### config.mk
export PLATFORM = sky130hd
export DESIGN_NAME = dual_shelf_atlas_allocator_top_flat
export DESIGN_NICKNAME = d
export VERILOG_FILES = /design/src/design/dsa_pkg.sv /design/src/design/dsa_req_if.sv /design/src/design/dsa_rsp_if.sv /design/src/design/dsa_cfg_if.sv /design/src/design/dual_shelf_atlas_allocator_top.sv /design/src/flat_wrapper.sv
export SDC_FILE = /design/constraint.sdc
export NUM_CORES = 1
export LEC_CHECK = 0
export BUFFER_PORTS_ARGS = -buffer_cell sky130_fd_sc_hd__clkbuf_2
export CORE_MARGIN = 5
export CORE_UTILIZATION = 57
export DETAILED_ROUTE_END_ITERATION = 12
export MAX_ROUTING_LAYER = met4
export PLACE_DENSITY = 0.78
export RECOVER_POWER = 100
export SYNTH_ARGS = -nofsm -noshare
export SYNTH_HDL_FRONTEND = slang
export SYNTH_SLANG_ARGS = --single-unit
export TNS_END_PERCENT = 5
### constraint.sdc
create_clock -name clk -period 15.1 [get_ports clk]
set_input_delay 3.02 -clock clk [delete_from_list [all_inputs] [get_ports clk]]
set_output_delay 3.02 -clock clk [all_outputs]
set_load 0.005 [all_outputs]
### src/design/dsa_pkg.sv
// Shared constants for the dual shelf atlas allocator.
package dsa_pkg;

  // Configuration register indexes.
  localparam int CFG_IDX_BITS = 3;
  localparam logic [CFG_IDX_BITS-1:0] REG_MIN_WIDTH  = 3'd0;
  localparam logic [CFG_IDX_BITS-1:0] REG_MIN_HEIGHT = 3'd1;
  localparam logic [CFG_IDX_BITS-1:0] REG_GROW_LIMIT = 3'd2;
  localparam logic [CFG_IDX_BITS-1:0] REG_GAP        = 3'd3;

  // Spacing register width.
  localparam int GAP_BITS = 4;

  // Register values after reset.
  localparam int RESET_MIN_WIDTH  = 512;
  localparam int RESET_MIN_HEIGHT = 256;
  localparam int RESET_GROW_LIMIT = 2048;
  localparam int RESET_GAP        = 2;

endpackage

### src/design/dsa_req_if.sv
// Request channel: one rectangle to place.
interface dsa_req_if #(
  parameter int COORD_BITS = 12
) ();
  logic                  valid;
  logic                  ready;
  logic [COORD_BITS-1:0] image_width;
  logic [COORD_BITS-1:0] image_height;
  logic                  discardable;

  modport source (output valid, image_width, image_height, discardable, input ready);
  modport sink (input valid, image_width, image_height, discardable, output ready);
endinterface

### src/design/dsa_rsp_if.sv
// Response channel: placement result for one rectangle.
interface dsa_rsp_if #(
  parameter int COORD_BITS = 12
) ();
  logic                         valid;
  logic                         ready;
  logic [COORD_BITS-1:0]        pos_x;
  logic signed [COORD_BITS:0]   pos_y;
  logic [COORD_BITS-1:0]        width_now;
  logic [COORD_BITS-1:0]        height_now;
  logic                         dropped;
  logic                         grew;
  logic                         out_of_space;

  modport source (output valid, pos_x, pos_y, width_now, height_now, dropped, grew,
                  out_of_space, input ready);
  modport sink (input valid, pos_x, pos_y, width_now, height_now, dropped, grew,
                out_of_space, output ready);
endinterface

### src/design/dsa_cfg_if.sv
// Configuration write channel: register index and write data.
interface dsa_cfg_if import dsa_pkg::*; #(
  parameter int COORD_BITS = 12
) ();
  logic                    valid;
  logic                    ready;
  logic [CFG_IDX_BITS-1:0] index;
  logic [COORD_BITS-1:0]   data;

  modport source (output valid, index, data, input ready);
  modport sink (input valid, index, data, output ready);
endinterface

### src/design/dual_shelf_atlas_allocator_top.sv
// Dual shelf atlas allocator: places rectangles in a texture atlas.
//
// Channels: req carries one rectangle (image_width, image_height, discardable);
// rsp returns one result per request (pos_x, pos_y, width_now, height_now and
// the dropped, grew and out_of_space flags). cfg writes the four registers
// (min_width, min_height, grow_limit, gap) and is always ready; write it only
// while no request is in flight.
// Permanent rectangles fill shelves from the top, discardable ones fill
// shelves from the bottom with y mirrored. The first request sizes the atlas.
// A request accepted on req is held in the input register and then loaded into
// the result register, which drives rsp.valid, once that register is free.
// Throughput: one request per cycle while rsp is taken; all placement logic
// sits between the input register and the result register, and the shelf
// state updates as the result is registered.
// Stall: when rsp is not taken, the result holds and one more request can sit
// in the input register; req.ready drops only when both stages are full.
// Reset (rst, synchronous): clears the shelf state, marks the atlas unsized,
// empties both stages and restores the register defaults.
module dual_shelf_atlas_allocator_top import dsa_pkg::*; #(
  parameter int COORD_BITS = 12
) (
  input  logic       clk,
  input  logic       rst,
  dsa_req_if.sink    req,
  dsa_rsp_if.source  rsp,
  dsa_cfg_if.sink    cfg
);

  localparam int CW = COORD_BITS;
  localparam int XW = COORD_BITS + 1;
  localparam int SW = COORD_BITS + 3;
  localparam int CMAX_I = (1 << CW) - 1;

  localparam logic [CW-1:0] CMAX = {CW{1'b1}};
  localparam logic [XW-1:0] CURMAX = {XW{1'b1}};
  localparam logic signed [SW-1:0] YMAX = SW'(CMAX_I);
  localparam logic signed [SW-1:0] YMIN = -YMAX;

  localparam logic [CW-1:0] RST_MIN_W =
    CW'((RESET_MIN_WIDTH > CMAX_I) ? CMAX_I : RESET_MIN_WIDTH);
  localparam logic [CW-1:0] RST_MIN_H =
    CW'((RESET_MIN_HEIGHT > CMAX_I) ? CMAX_I : RESET_MIN_HEIGHT);
  localparam logic [CW-1:0] RST_GROW =
    CW'((RESET_GROW_LIMIT > CMAX_I) ? CMAX_I : RESET_GROW_LIMIT);

  // Configuration registers.
  logic [CW-1:0]       min_width;
  logic [CW-1:0]       min_height;
  logic [CW-1:0]       grow_limit;
  logic [GAP_BITS-1:0] gap;

  // Atlas and shelf state.
  logic          sized;
  logic [CW-1:0] atlas_w;
  logic [CW-1:0] atlas_h;
  logic [XW-1:0] perm_cursor_x;
  logic [XW-1:0] perm_cursor_y;
  logic [XW-1:0] perm_extent;
  logic [XW-1:0] disc_cursor_x;
  logic [XW-1:0] disc_cursor_y;
  logic [XW-1:0] disc_extent;

  // Input register.
  logic          in_valid;
  logic [CW-1:0] in_w;
  logic [CW-1:0] in_h;
  logic          in_disc;

  // Result register.
  logic                 res_valid;
  logic [CW-1:0]        res_pos_x;
  logic signed [CW:0]   res_pos_y;
  logic [CW-1:0]        res_width;
  logic [CW-1:0]        res_height;
  logic                 res_dropped;
  logic                 res_grew;
  logic                 res_oos;

  // Placement results computed from the input register.
  logic [CW-1:0]        aw;
  logic [CW-1:0]        ah_base;
  logic [CW-1:0]        ah;
  logic                 drop;
  logic                 grow;
  logic [XW-1:0]        dcx;
  logic [XW-1:0]        dcy;
  logic [XW-1:0]        dext;
  logic [XW-1:0]        cx2;
  logic [XW-1:0]        cy2;
  logic [XW-1:0]        cx_next;
  logic [XW-1:0]        ext_next;
  logic signed [SW-1:0] py;
  logic                 oos;
  logic [CW-1:0]        px_out;
  logic signed [CW:0]   py_out;

  logic in_adv;
  logic in_fire;
  logic req_fire;

  // Handshake: the input stage moves on when the result register is free.
  assign in_adv   = !res_valid || rsp.ready;
  assign in_fire  = in_valid && in_adv;
  assign req.ready = !in_valid || in_adv;
  assign req_fire = req.valid && req.ready;
  assign cfg.ready = 1'b1;

  // Placement logic for one request.
  always_comb begin
    logic [SW-1:0]        ext_sum;
    logic [XW-1:0]        cx;
    logic [XW-1:0]        cy;
    logic [XW-1:0]        ext;
    logic                 wrap;
    logic [SW-1:0]        xadv;
    logic [SW-1:0]        yadv;
    logic signed [SW-1:0] py_bot;

    // First request sizes the atlas.
    aw      = sized ? atlas_w : ((in_w > min_width) ? in_w : min_width);
    ah_base = sized ? atlas_h : ((in_h > min_height) ? in_h : min_height);

    // Overflow empties the discardable region and may double the height, saturating.
    ext_sum = SW'(perm_extent) + SW'(disc_extent) + SW'(in_h);
    drop    = ext_sum > SW'(ah_base);
    grow    = drop && (ah_base < grow_limit);
    if (grow) begin
      ah = ah_base[CW-1] ? CMAX : {ah_base[CW-2:0], 1'b0};
    end else begin
      ah = ah_base;
    end
    dcx  = drop ? '0 : disc_cursor_x;
    dcy  = drop ? '0 : disc_cursor_y;
    dext = drop ? '0 : disc_extent;

    // Pick the shelf packer for this rectangle.
    cx  = in_disc ? dcx  : perm_cursor_x;
    cy  = in_disc ? dcy  : perm_cursor_y;
    ext = in_disc ? dext : perm_extent;

    // Start a new shelf when the rectangle does not fit after the cursor.
    wrap = (SW'(cx) + SW'(in_w) + SW'(gap)) > SW'(aw);
    cx2  = wrap ? '0 : cx;
    cy2  = wrap ? ext : cy;

    // Advance the cursor and the shelf extent, saturating.
    xadv    = SW'(cx2) + SW'(in_w) + SW'(gap);
    cx_next = (xadv > SW'(CURMAX)) ? CURMAX : xadv[XW-1:0];
    yadv    = SW'(cy2) + SW'(in_h) + SW'(gap);
    if (yadv > SW'(ext)) begin
      ext_next = (yadv > SW'(CURMAX)) ? CURMAX : yadv[XW-1:0];
    end else begin
      ext_next = ext;
    end

    // Discardable rectangles are mirrored from the bottom.
    py_bot = $signed(SW'(ah)) - $signed(SW'(cy2)) - $signed(SW'(in_h));
    py     = in_disc ? py_bot : $signed(SW'(cy2));

    oos = ((SW'(cx2) + SW'(in_w)) > SW'(aw)) || (py < 0) ||
          ((py + $signed(SW'(in_h))) > $signed(SW'(ah)));

    // Saturate the reported position.
    px_out = cx2[CW] ? CMAX : cx2[CW-1:0];
    if (py > YMAX) begin
      py_out = YMAX[CW:0];
    end else if (py < YMIN) begin
      py_out = YMIN[CW:0];
    end else begin
      py_out = py[CW:0];
    end
  end

  // Configuration writes.
  always_ff @(posedge clk) begin
    if (rst) begin
      min_width  <= RST_MIN_W;
      min_height <= RST_MIN_H;
      grow_limit <= RST_GROW;
      gap        <= GAP_BITS'(RESET_GAP);
    end else if (cfg.valid && cfg.ready) begin
      case (cfg.index)
        REG_MIN_WIDTH:  min_width  <= cfg.data;
        REG_MIN_HEIGHT: min_height <= cfg.data;
        REG_GROW_LIMIT: grow_limit <= cfg.data;
        REG_GAP:        gap        <= cfg.data[GAP_BITS-1:0];
        default: ;
      endcase
    end
  end

  // Input register.
  always_ff @(posedge clk) begin
    if (rst) begin
      in_valid <= 1'b0;
    end else if (req_fire) begin
      in_valid <= 1'b1;
    end else if (in_adv) begin
      in_valid <= 1'b0;
    end
    if (req_fire) begin
      in_w    <= req.image_width;
      in_h    <= req.image_height;
      in_disc <= req.discardable;
    end
  end

  // Atlas and shelf state update as each result is registered.
  always_ff @(posedge clk) begin
    if (rst) begin
      sized         <= 1'b0;
      atlas_w       <= '0;
      atlas_h       <= '0;
      perm_cursor_x <= '0;
      perm_cursor_y <= '0;
      perm_extent   <= '0;
      disc_cursor_x <= '0;
      disc_cursor_y <= '0;
      disc_extent   <= '0;
    end else if (in_fire) begin
      sized   <= 1'b1;
      atlas_w <= aw;
      atlas_h <= ah;
      if (in_disc) begin
        disc_cursor_x <= cx_next;
        disc_cursor_y <= cy2;
        disc_extent   <= ext_next;
      end else begin
        perm_cursor_x <= cx_next;
        perm_cursor_y <= cy2;
        perm_extent   <= ext_next;
        disc_cursor_x <= dcx;
        disc_cursor_y <= dcy;
        disc_extent   <= dext;
      end
    end
  end

  // Result register.
  always_ff @(posedge clk) begin
    if (rst) begin
      res_valid <= 1'b0;
    end else if (in_adv) begin
      res_valid <= in_valid;
    end
    if (in_fire) begin
      res_pos_x   <= px_out;
      res_pos_y   <= py_out;
      res_width   <= aw;
      res_height  <= ah;
      res_dropped <= drop;
      res_grew    <= grow;
      res_oos     <= oos;
    end
  end

  assign rsp.valid        = res_valid;
  assign rsp.pos_x        = res_pos_x;
  assign rsp.pos_y        = res_pos_y;
  assign rsp.width_now    = res_width;
  assign rsp.height_now   = res_height;
  assign rsp.dropped      = res_dropped;
  assign rsp.grew         = res_grew;
  assign rsp.out_of_space = res_oos;

  // The atlas can only grow after an overflow has emptied the discardable region.
  assert property (@(posedge clk) disable iff (rst)
    res_valid |-> (!res_grew || res_dropped))
    else $error("grew reported without dropped");

  // Once sized, the atlas width never changes.
  assert property (@(posedge clk) disable iff (rst)
    sized |=> $stable(atlas_w))
    else $error("atlas width changed after sizing");

  // Once sized, the atlas height never shrinks.
  assert property (@(posedge clk) disable iff (rst)
    sized |=> (atlas_h >= $past(atlas_h)))
    else $error("atlas height decreased");

  // Requests are refused only when both stages hold a stalled item.
  assert property (@(posedge clk) disable iff (rst)
    !req.ready |-> (in_valid && res_valid && !rsp.ready))
    else $error("request refused with room in the pipeline");

endmodule
### src/flat_wrapper.sv
// flat-port wrapper written by rule: the top's interface ports become plain ports
module dual_shelf_atlas_allocator_top_flat import dsa_pkg::*;
#(
  parameter int COORD_BITS = 12
)
  (clk, rst, req_valid, req_image_width, req_image_height, req_discardable, req_ready, rsp_valid, rsp_pos_x, rsp_pos_y, rsp_width_now, rsp_height_now, rsp_dropped, rsp_grew, rsp_out_of_space, rsp_ready, cfg_valid, cfg_index, cfg_data, cfg_ready);
  dsa_req_if #(.COORD_BITS(COORD_BITS)) req_i ();
  dsa_rsp_if #(.COORD_BITS(COORD_BITS)) rsp_i ();
  dsa_cfg_if #(.COORD_BITS(COORD_BITS)) cfg_i ();
  input  logic clk;
  input  logic rst;
  input wire logic [$bits(req_i.valid)-1:0] req_valid;
  input wire logic [$bits(req_i.image_width)-1:0] req_image_width;
  input wire logic [$bits(req_i.image_height)-1:0] req_image_height;
  input wire logic [$bits(req_i.discardable)-1:0] req_discardable;
  output wire logic [$bits(req_i.ready)-1:0] req_ready;
  output wire logic [$bits(rsp_i.valid)-1:0] rsp_valid;
  output wire logic [$bits(rsp_i.pos_x)-1:0] rsp_pos_x;
  output wire logic [$bits(rsp_i.pos_y)-1:0] rsp_pos_y;
  output wire logic [$bits(rsp_i.width_now)-1:0] rsp_width_now;
  output wire logic [$bits(rsp_i.height_now)-1:0] rsp_height_now;
  output wire logic [$bits(rsp_i.dropped)-1:0] rsp_dropped;
  output wire logic [$bits(rsp_i.grew)-1:0] rsp_grew;
  output wire logic [$bits(rsp_i.out_of_space)-1:0] rsp_out_of_space;
  input wire logic [$bits(rsp_i.ready)-1:0] rsp_ready;
  input wire logic [$bits(cfg_i.valid)-1:0] cfg_valid;
  input wire logic [$bits(cfg_i.index)-1:0] cfg_index;
  input wire logic [$bits(cfg_i.data)-1:0] cfg_data;
  output wire logic [$bits(cfg_i.ready)-1:0] cfg_ready;
  assign req_i.valid = req_valid;
  assign req_i.image_width = req_image_width;
  assign req_i.image_height = req_image_height;
  assign req_i.discardable = req_discardable;
  assign req_ready = req_i.ready;
  assign rsp_valid = rsp_i.valid;
  assign rsp_pos_x = rsp_i.pos_x;
  assign rsp_pos_y = rsp_i.pos_y;
  assign rsp_width_now = rsp_i.width_now;
  assign rsp_height_now = rsp_i.height_now;
  assign rsp_dropped = rsp_i.dropped;
  assign rsp_grew = rsp_i.grew;
  assign rsp_out_of_space = rsp_i.out_of_space;
  assign rsp_i.ready = rsp_ready;
  assign cfg_i.valid = cfg_valid;
  assign cfg_i.index = cfg_index;
  assign cfg_i.data = cfg_data;
  assign cfg_ready = cfg_i.ready;
  dual_shelf_atlas_allocator_top #(.COORD_BITS(COORD_BITS)) u_core (.clk(clk), .rst(rst), .req(req_i), .rsp(rsp_i), .cfg(cfg_i));
endmodule
# --- Yosys cells after proc, flatten, opt, wreduce, memory -nomap -nowiden ---
# Cells that the tools add are included.
classes:
  n_addsub: 11
  magnitude_cmp: 13
  eq_ne: 3
  n_mux: 24
  bitwise_logic: 1
  n_reduce_logical: 17
ops:
  columns: ["cell", "count"]
  rows:
  - ["two-way mux 13 bit", 15]
  - ["two-way mux 12 bit", 6]
  - ["adder 15 x 4 -> 15 bit", 3]
  - ["> comparator 15 x 12 -> 1 bit", 3]
  - ["> comparator 15 x 13 -> 1 bit, second input constant", 3]
  - ["adder 13 x 12 -> 14 bit", 3]
  - ["> comparator 15 x 13 -> 1 bit", 2]
  - ["> comparator 12 bit", 2]
  - ["adder 15 x 12 -> 15 bit", 1]
  - ["adder 15 x 13 -> 15 bit", 1]
  - ["< comparator 15 x 1 -> 1 bit, second input constant", 1]
  - ["< comparator 15 x 13 -> 1 bit, second input constant", 1]
  - ["two-way mux 15 bit", 1]
  - ["subtractor 15 x 13 -> 15 bit", 1]
  - ["adder 13 x 13 -> 14 bit", 1]
  - ["subtractor 12 x 13 -> 14 bit", 1]
  - ["< comparator 12 bit", 1]
  - ["AND reduction 2 bit", 5]
  - ["equality test 3 x 2 -> 1 bit, second input constant", 2]
  - ["logical OR 1 bit", 4]
  - ["equality test 3 x 1 -> 1 bit, second input constant", 1]
  - ["logical AND 1 bit", 3]
  - ["logical NOT 3 bit", 1]
  - ["logical NOT 1 bit", 2]
  - ["4 further kinds", 5]
word_totals:
  regBits: 222
  in_bits: 45
  output_inout_bits: 55
  wordCells: 95

# --- Longest topological paths before layout ---
# Gate-level depths: netlist (run 1).
depth:
  ltp_word: 16
  ltp_mapped: 78
  mapped_depth_nobuf: 73

# --- Worst setup path after synthesis (run 1) ---
# Ideal clock, no wire load.
synth_path:
  path_type: "register -> register"
  start: "register u_core.perm_extent[1]"
  end: "register u_core.res_oos, in the netlist u_core.rsp.out_of_space, data pin"
  arrival_ps: 14244
  required_time_ps: 14829
  setup_slack_ps: 586
  path_stages_with_launch: 76
  path_buffers: 6
  cell_sequence: "dfxtp_1 -> ha_1 -> a211oi_1 -> o21bai_1 -> a21o_1 -> a21oi_1 -> nor2b_1 -> nor2_1 -> xnor2_1 -> ha_1 -> nand2_2 -> or4b_4 -> o2111ai_2 -> nand2_1 -> xor2_1 -> ha_1 -> nand4_1 -> a21oi_1 -> [40 not listed] -> a211oi_1 -> xor2_1 -> nand2_1 -> o21a_1 -> inv_1 -> ha_1 -> nand2_1 -> nor2_1 -> a211o_1 -> a21o_1 -> a21oi_1 -> xnor2_1 -> ha_1 -> nand4_1 -> nor3_1 -> nor2_1 -> a211oi_1 -> o211ai_1"
synth_via:
  elab_chain_cells: 15
synth_rtl:
  columns: ["item", "line_no", "source"]
  rows:
  - ["start: declaration", "dual_shelf_atlas_allocator_top.sv:58", "logic [XW-1:0] perm_extent;"]
  - ["start signal: assignment", "dual_shelf_atlas_allocator_top.sv:231", "perm_extent <= ext_next;"]
  - ["adder 13 x 13 -> 14 bit", "dual_shelf_atlas_allocator_top.sv:124", "ext_sum = SW'(perm_extent) + SW'(disc_extent) + SW'(in_h);"]
  - ["adder 15 x 12 -> 15 bit", "dual_shelf_atlas_allocator_top.sv:124", null]
  - ["> comparator 15 x 12 -> 1 bit", "dual_shelf_atlas_allocator_top.sv:125", "drop = ext_sum > SW'(ah_base);"]
  - ["two-way mux 13 bit", "dual_shelf_atlas_allocator_top.sv:132", "dcx = drop ? '0 : disc_cursor_x;"]
  - ["two-way mux 13 bit", "dual_shelf_atlas_allocator_top.sv:137", "cx = in_disc ? dcx : perm_cursor_x;"]
  - ["adder 13 x 12 -> 14 bit", "dual_shelf_atlas_allocator_top.sv:142", "wrap = (SW'(cx) + SW'(in_w) + SW'(gap)) > SW'(aw);"]
  - ["adder 15 x 4 -> 15 bit", "dual_shelf_atlas_allocator_top.sv:142", null]
  - ["> comparator 15 x 12 -> 1 bit", "dual_shelf_atlas_allocator_top.sv:142", null]
  - ["two-way mux 13 bit *", "dual_shelf_atlas_allocator_top.sv:144", "cy2 = wrap ? ext : cy;"]
  - ["via u_core.cy2[1]", "dual_shelf_atlas_allocator_top.sv:89", "logic [XW-1:0] cy2;"]
  - ["subtractor 12 x 13 -> 14 bit", "dual_shelf_atlas_allocator_top.sv:157", "py_bot = $signed(SW'(ah)) - $signed(SW'(cy2)) - $signed(SW'(in_h));"]
  - ["subtractor 15 x 13 -> 15 bit", "dual_shelf_atlas_allocator_top.sv:157", null]
  - ["two-way mux 15 bit *", "dual_shelf_atlas_allocator_top.sv:158", "py = in_disc ? py_bot : $signed(SW'(cy2));"]
  - ["adder 15 x 13 -> 15 bit or < comparator 15 x 1 -> 1 bit (tied branches)", "dual_shelf_atlas_allocator_top.sv:161, dual_shelf_atlas_allocator_top.sv:160", null]
  - ["> comparator 15 x 13 -> 1 bit or logical OR 1 bit (tied branches)", "dual_shelf_atlas_allocator_top.sv:161, dual_shelf_atlas_allocator_top.sv:160", null]
  - ["logical OR 1 bit *", "dual_shelf_atlas_allocator_top.sv:160", "oos = ((SW'(cx2) + SW'(in_w)) > SW'(aw)) || (py < 0) ||"]
  - ["via u_core.oos", "dual_shelf_atlas_allocator_top.sv:93", "logic oos;"]
  - ["end signal: assignment", "dual_shelf_atlas_allocator_top.sv:253", "res_oos <= oos;"]
  - ["end: declaration", "dual_shelf_atlas_allocator_top.sv:77", "logic res_oos;"]
# The timed path passes the listed nets; every way through them passes the cells marked *.
# A chain may end at the register's enable or synchronous reset.

# --- Worst setup path after layout (run 1) ---
layout_path:
  start: "register u_core.perm_extent[2]"
  end: "register u_core.res_oos, in the netlist u_core.rsp.out_of_space, data pin"
layout_via:
  elab_chain_cells: 15
layout_rtl:
  columns: ["item", "line_no"]
  rows:
  - ["adder 13 x 13 -> 14 bit *", "dual_shelf_atlas_allocator_top.sv:124"]
  - ["adder 15 x 12 -> 15 bit *", "dual_shelf_atlas_allocator_top.sv:124"]
  - ["> comparator 15 x 12 -> 1 bit *", "dual_shelf_atlas_allocator_top.sv:125"]
  - ["two-way mux 13 bit", "dual_shelf_atlas_allocator_top.sv:132"]
  - ["two-way mux 13 bit", "dual_shelf_atlas_allocator_top.sv:137"]
  - ["adder 13 x 12 -> 14 bit", "dual_shelf_atlas_allocator_top.sv:142"]
  - ["adder 15 x 4 -> 15 bit", "dual_shelf_atlas_allocator_top.sv:142"]
  - ["> comparator 15 x 12 -> 1 bit", "dual_shelf_atlas_allocator_top.sv:142"]
  - ["two-way mux 13 bit *", "dual_shelf_atlas_allocator_top.sv:144"]
  - ["via u_core.cy2[0]", "dual_shelf_atlas_allocator_top.sv:89"]
  - ["subtractor 12 x 13 -> 14 bit", "dual_shelf_atlas_allocator_top.sv:157"]
  - ["subtractor 15 x 13 -> 15 bit", "dual_shelf_atlas_allocator_top.sv:157"]
  - ["two-way mux 15 bit *", "dual_shelf_atlas_allocator_top.sv:158"]
  - ["adder 15 x 13 -> 15 bit or < comparator 15 x 1 -> 1 bit (tied branches)", "dual_shelf_atlas_allocator_top.sv:161, dual_shelf_atlas_allocator_top.sv:160"]
  - ["> comparator 15 x 13 -> 1 bit or logical OR 1 bit (tied branches)", "dual_shelf_atlas_allocator_top.sv:161, dual_shelf_atlas_allocator_top.sv:160"]
  - ["logical OR 1 bit *", "dual_shelf_atlas_allocator_top.sv:160"]
  - ["via u_core.oos", "dual_shelf_atlas_allocator_top.sv:93"]
# Marked as above.

==> impl_metrics.json, run 1 <==
{
  "status": "finished with violations",
  "violations": "max-capacitance violations, max-slew violations",
  "slew_headroom_pct": -69.38,
  "area_growth_pct": 11.25,
  "arrival_ns": 14.56,
  "grt_pass1_vias": 15160,
  "overflow": 0,
  "htree_levels": 1,
  "portBuffers": 98,
  "drt-vias-per-instance": 6.148,
  "wire_per_inst_um": 20.35,
  "cts_made_buffers": 27,
  "slew_viol_final": 118,
  "num_io_pins": 100,
  "startpoint_type": "flip-flop",
  "power_frac_comb_pct": 69.7,
  "antenna_found_initial": 0,
  "insertion_delay_ns": 0.55,
  "internal_power_mw": 2.489,
  "clkPwrFrac_pct": 14.2,
  "switching_power_mw": 2.218,
  "fp.dieArea_um2": 33580,
  "skew_ns": 0.01386,
  "drc": 0,
  "fin_crit_ns": 14.27,
  "hpwl_um": 39140,
  "drt-initial-drc-count": 1445,
  "postSynthAreaPerCell_um2": 8.250,
  "end_kind": "flip-flop",
  "pwr-share-seq_pct": 16.1,
  "num_rows": 63,
  "syn_area_um2": 17110,
  "fin_area_um2": 19030,
  "gp_congestion": 0.9659,
  "syn_nets": 2337,
  "crit_buf_inv": 5,
  "clock-sinks": 222,
  "root_buffer": "clkbuf_16",
  "fin_nets": 2420,
  "synth_top_cell_by_area": "dfxtp_1",
  "fp.dieH_um": 183.3,
  "slowest_delay_ns": 0.52,
  "tightest_slew_ns": 2.541,
  "worstHoldPathType": "flip-flop to flip-flop",
  "start_util_pct": 57.73,
  "p_sw_share_pct": 47.13,
  "clkSlewWorstSetupHoldPaths_ns": 0.06,
  "synthTopCellsByArea": "dfxtp_1 (17%), ha_1 (15%), edfxtp_1 (14%)",
  "synth_edf_count": 77,
  "diodes": 0,
  "grt_usage_pct": 30.97,
  "maxCapViolCount": 3,
  "totalWireLength_um": 52250,
  "fillCellCount": 2559,
  "synth_top_cell_area_share_pct": 16.97,
  "crit_family": "compound AO/OA/AOI/OAI gates",
  "vias": 15790,
  "max_freq_mhz": 70.08,
  "grt_pass1_wl_um": 81360,
  "cts_buffer_depth": 3,
  "cpMaxStageDelayCell": "fa_1",
  "core_region_area_um2": 29640,
  "fin_hold_ws_ns": 0.4518,
  "crit_path_frequent_cell": "ha_1",
  "post-route-period-util_pct": 94.50,
  "power_density_nw_per_um2": 247.3,
  "ys.flop_type": "dfxtp_1",
  "cp.required_ns": 15.39,
  "ys_seq_area_share_pct": 30.48,
  "synth_cell_types": 91,
  "ant_nets": 0,
  "placed_area_um2": 18070,
  "async_reset_ff_share_pct": 0,
  "critical_path.max_fanout": 7,
  "drive_gt1_share_pct": 9.780,
  "ir_drop_mv": 0.1907,
  "finalSetupViolCount": 0,
  "synthCells": 2074,
  "grt_max_degree": 105,
  "power.total_mw": 4.707,
  "yosys_warnings": 0,
  "tns_ns": 0,
  "synth-seq-cells": 222,
  "p_leak_nw": 8.022,
  "tritoncts": "built",
  "drt-pass1-iter-count": 6,
  "final_hold_viol_count": 0,
  "criticalPathCategory": "flip-flop to flip-flop",
  "die_x_um": 183.3
}
[synth_stat cells (8+ instances only)]
library cell	number
a311oi_1	10
inv_1	185
nand2_1	237
a32o_1	15
o21bai_1	12
xnor2_1	64
a21oi_1	220
a31oi_1	13
a211oi_1	23
o21ai_0	130
o211ai_1	13
a21oi_2	10
fa_1	11
a32oi_1	10
ha_1	207
edfxtp_1	77
nor3_1	34
mux2i_1	34
nor2b_1	26
xor2_1	38
dfxtp_1	145
clkbuf_1	70
o21a_1	45
a22oi_1	25
o21ai_1	8
nand4_1	26
nand2b_1	16
nand3_1	27
a21o_1	47
nor2_1	167
[layer usage]
layer	global-route usage (%)	part of all wire, %	wire, um	up-vias
met4	12.75	4.7	2472	0
li1	-	-	-	7545
met1	38.59	41	21440	7415
met3	5.474	7.7	4025	176
met2	49.94	47	24310	653
met5	-	0	0	-
[repair_timing]
item	in CTS	in global routing
hold buffers	0	0
setup endpoints to repair	0	38
buffers inserted	0	2
gates resized for setup	0	32
endpoints found under the hold margin	0	0
[per-stage QoR]
stage,instances,utilization (%),worst slack [ns]
detailed placement,2516,60.96,0.3190
CTS,2566,64.01,0.2530
floorplan,2074,-,0.5857
global placement,2516,60.96,0.6691
finish,2568,64.22,0.8312
global route,2568,64.22,-0.08597
[worst register-to-register path, delay by kind of cell, from the launching register on]
family | cells | cell delay [ns]
fa+ha+maj | 12 | 3.59
xor+xnor | 6 | 0.85
flops | 1 | 0.35
buf+inv | 5 | 0.41
compound gates | 27 | 5.01
simple gates | 22 | 3.49
mux | 1 | 0.30
[power groups by stage]
stage                     Sequential, mW  Clock [mW]  Combinational (mW)
after floorplan                    0.759           0                2.40
after global placement             0.767           0                3.03
after detailed placement           0.769           0                3.10
after CTS                          0.756       0.670                3.13
after global routing               0.763       0.692                3.61
final                              0.758       0.666                3.28
[worst paths after layout]
check	start	endpoint	slack, ns	depth (start not counted)
setup / recovery	u_core.perm_extent[2]$_SDFFE_PP0P_	u_core.rsp.out_of_space$_DFFE_PP_	0.83	73
hold / removal	u_core.perm_cursor_y[12]$_SDFFE_PP0P_	u_core.perm_cursor_y[12]$_SDFFE_PP0P_	0.45	2
setup reg to reg	u_core.perm_extent[2]$_SDFFE_PP0P_	u_core.rsp.out_of_space$_DFFE_PP_	0.83	73
hold reg to reg	u_core.perm_cursor_y[12]$_SDFFE_PP0P_	u_core.perm_cursor_y[12]$_SDFFE_PP0P_	0.45	2
[area by class of cell]
class	count	area, um2	share of cell area, %
clock buffers	37	775.7	4.075
multi-input cells	1580	10990	57.73
repair buffers	140	737.0	3.872
clock inverters	13	128.9	0.6771
inverters	186	699.4	3.674
well taps	390	488.0	2.564
flip-flops and latches	222	5218	27.41
[flip-flops by register name, indices dropped and copies added (netlist names), 13 cells and up]
| signal | count |
|---|---|
| u_core.perm_cursor_x | 13 |
| u_core.disc_extent | 13 |
| u_core.perm_cursor_y | 13 |
| u_core.disc_cursor_x | 13 |
| u_core.disc_cursor_y | 13 |
| u_core.rsp.pos_y | 13 |
| u_core.perm_extent | 13 |
[logic make-up (layout without fill, tap and decap cells)]
| family | Yosys count | after routing | share of synthesized area [%] |
|---|---|---|---|
| muxes | 42 | 42 | 2.559 |
| xor gates and xnor gates | 103 | 103 | 5.316 |
| AOI/OAI and AO/OA | 634 | 634 | 23.88 |
| other | 1 | 1 | 0.02192 |
| adders and majority gates | 218 | 218 | 16.42 |
| and+or+nand+nor | 582 | 582 | 15.18 |
| buffers and inverters | 272 | 376 | 6.143 |
| DFF | 222 | 222 | 30.48 |
[cell usage in the layout, fill, tap and decap left out, types with 15 or more instances in the layout]
cell	n
a211oi_1	20
a21o_1	47
a21oi_1	214
a21oi_2	16
a22oi_1	25
a32o_1	15
buf_4	33
clkbuf_1	52
clkbuf_16	29
clkbuf_2	58
dfxtp_1	143
edfxtp_1	77
ha_1	206
inv_1	184
mux2i_1	34
nand2_1	237
nand2b_1	16
nand3_1	27
nand4_1	26
nor2_1	165
nor2b_1	26
nor3_1	32
o21a_1	45
o21ai_0	127
xnor2_1	63
xor2_1	38
(Power assumes the default switching activity.)
==> run 2: changes to the inputs <==
--- a/config.mk
+++ b/config.mk
@@ -6,7 +6,7 @@
 export NUM_CORES = 1
 export LEC_CHECK = 0
 export BUFFER_PORTS_ARGS = -buffer_cell sky130_fd_sc_hd__clkbuf_2
-export CORE_MARGIN = 5
+export CORE_MARGIN = 4
 export CORE_UTILIZATION = 57
 export DETAILED_ROUTE_END_ITERATION = 12
 export MAX_ROUTING_LAYER = met4
==> impl_metrics.json, run 2 (same netlist as run 1, synthesis figures left out) <==
{
  "status": "finished with violations",
  "violations": "max-capacitance violations, max-slew violations",
  "fin_crit_ns": 14.31,
  "startpoint_type": "flip-flop",
  "drive_gt1_share_pct": 10.03,
  "clkPwrFrac_pct": 14.1,
  "r2r_cells": 66,
  "clock-sinks": 222,
  "p_leak_nw": 8.019,
  "num_rows": 63,
  "power.total_mw": 4.621,
  "post-route-period-util_pct": 94.75,
  "crit_family": "simple AND/OR/NAND/NOR gates",
  "ant_nets": 0,
  "drt-pass1-iter-count": 6,
  "p_sw_share_pct": 47.40,
  "final_hold_viol_count": 0,
  "fin_hold_ws_ns": 0.4521,
  "critical_path.max_fanout": 20,
  "diodes": 0,
  "cpMaxStageDelayCell": "fa_1",
  "fp.dieH_um": 181.3,
  "criticalPathCategory": "flip-flop to flip-flop",
  "hold_buffers": 0,
  "final_cell_mix": "nand2_1 (237), a21oi_1 (213), ha_1 (206)",
  "tightest_slew_ns": 3.570,
  "cts_setup_buffers": 0,
  "gp_congestion": 0.9521,
  "grt_pass1_wl_um": 81370,
  "max_freq_mhz": 69.89,
  "finalSetupViolCount": 0,
  "portBuffers": 98,
  "rrSetupSlack_ns": 0.79,
  "drt-initial-drc-count": 1584,
  "finish.utilization_pct": 64.13,
  "tritoncts": "built",
  "switching_power_mw": 2.190,
  "final_common_cell": "nand2_1",
  "root_buffer": "clkbuf_16",
  "hold_path.startpoint": "u_core.atlas_w[4]$_SDFFE_PP0P_",
  "min_to": "u_core.atlas_w[4]$_SDFFE_PP0P_",
  "totalWireLength_um": 52090,
  "cts_buffer_depth": 3,
  "slew_viol_final": 185,
  "groute.layer.met1.usage_pct": 39.01,
  "power_density_nw_per_um2": 243.1,
  "core_region_area_um2": 29640,
  "pre_cts_ws_ns": 0.2568,
  "grt_max_degree": 75,
  "htree_levels": 1,
  "crit_path_frequent_cell": "ha_1",
  "whs_path_depth": 2,
  "fillCellCount": 2597,
  "hpwl_um": 39500,
  "maxCapViolCount": 3,
  "dp_cells": 2515,
  "use_met3_pct": 5.114,
  "cp.required_ns": 15.50,
  "clkSlewWorstSetupHoldPaths_ns": 0.06,
  "pwr-share-seq_pct": 16.4,
  "internal_power_mw": 2.431,
  "ir_drop_mv": 0.1830,
  "arrival_ns": 14.71,
  "gr-max-usage-layer": "met2",
  "tns_ns": 0,
  "fin_cells": 2563,
  "grt_usage_pct": 31.31,
  "reg2reg_from": "u_core.perm_extent[1]$_SDFFE_PP0P_",
  "rr_endpoint": "u_core.disc_extent[0]$_SDFFE_PP0P_",
  "drc": 0,
  "skew_ns": 0.01493,
  "slowest_delay_ns": 0.53,
  "insertion_delay_ns": 0.54,
  "area_growth_pct": 11.09,
  "vias": 15760,
  "fin_nets": 2416,
  "start_util_pct": 57.73,
  "fp.dieArea_um2": 32850,
  "num_io_pins": 100,
  "cts_made_buffers": 26,
  "fin_area_um2": 19010,
  "end_kind": "flip-flop",
  "overflow": 0,
  "antenna_found_initial": 0,
  "die_x_um": 181.3,
  "placed_area_um2": 18060,
  "slew_headroom_pct": -138.0,
  "drt-vias-per-instance": 6.149,
  "grt_pass1_vias": 15090,
  "power_frac_comb_pct": 69.5,
  "cts_resized": 0,
  "crit_buf_inv": 4,
  "met2_usage_pct": 51.34,
  "layout_setup_ws_ns": 0.7926,
  "wire_per_inst_um": 20.32,
  "worstHoldPathType": "flip-flop to flip-flop"
}
-- run 2: power by group through the flow --
| stage | Clock, mW | Combinational, mW | Sequential (mW) |
|---|---|---|---|
| 6_report | 0.652 | 3.21 | 0.757 |
| 5_1_grt | 0.685 | 3.57 | 0.762 |
| 4_1_cts | 0.658 | 3.11 | 0.755 |
| 3_5_place_dp | 0 | 3.08 | 0.767 |
| 3_3_place_gp | 0 | 3.01 | 0.766 |
| 2_1_floorplan | 0 | 2.40 | 0.759 |
-- run 2: per-layer routing --
| layer | wire [um] | vias to the layer above |
|---|---|---|
| li1 | - | 7536 |
| met1 | 21420 | 7405 |
| met2 | 24350 | 672 |
| met3 | 3965 | 146 |
| met4 | 2355 | 0 |
| met5 | 0 | - |
-- run 2: layout make-up --
type / instances / area (um2) / share of cell area, %
multi-input cells: 1580 / 10980 / 57.78
flip-flops and latches: 222 / 5218 / 27.45
clock buffers: 33 / 739.5 / 3.890
repair buffers: 137 / 724.4 / 3.811
inverters: 186 / 699.4 / 3.680
well taps: 390 / 488.0 / 2.567
clock inverters: 15 / 156.4 / 0.8228
-- run 2: worst register-to-register path, delay by kind of cell (launching register included) --
family          cells  cell delay [ns]
xor+xnor            5             0.81
mux                 1             0.34
buf+inv             4             0.60
flops               1             0.36
compound gates     22             4.29
simple gates       24             4.55
fa+ha+maj          10             3.23
-- run 2: how the worst max path moves through the flow --
| stage | depth (start not counted) | slack [ns] | from | end |
|---|---|---|---|---|
| after floorplan | 75 | 0.59 | u_core.perm_extent[1]$_SDFFE_PP0P_ | u_core.rsp.out_of_space$_DFFE_PP_ |
| after global placement | 72 | 0.71 | u_core.perm_extent[1]$_SDFFE_PP0P_ | u_core.rsp.out_of_space$_DFFE_PP_ |
| after detailed placement | 72 | 0.26 | u_core.perm_extent[1]$_SDFFE_PP0P_ | u_core.rsp.out_of_space$_DFFE_PP_ |
| after CTS | 72 | 0.16 | u_core.perm_extent[1]$_SDFFE_PP0P_ | u_core.rsp.out_of_space$_DFFE_PP_ |
| after global routing | 73 | -0.05 | u_core.perm_extent[2]$_SDFFE_PP0P_ | u_core.rsp.out_of_space$_DFFE_PP_ |
| final | 66 | 0.79 | u_core.perm_extent[1]$_SDFFE_PP0P_ | u_core.disc_extent[0]$_SDFFE_PP0P_ |
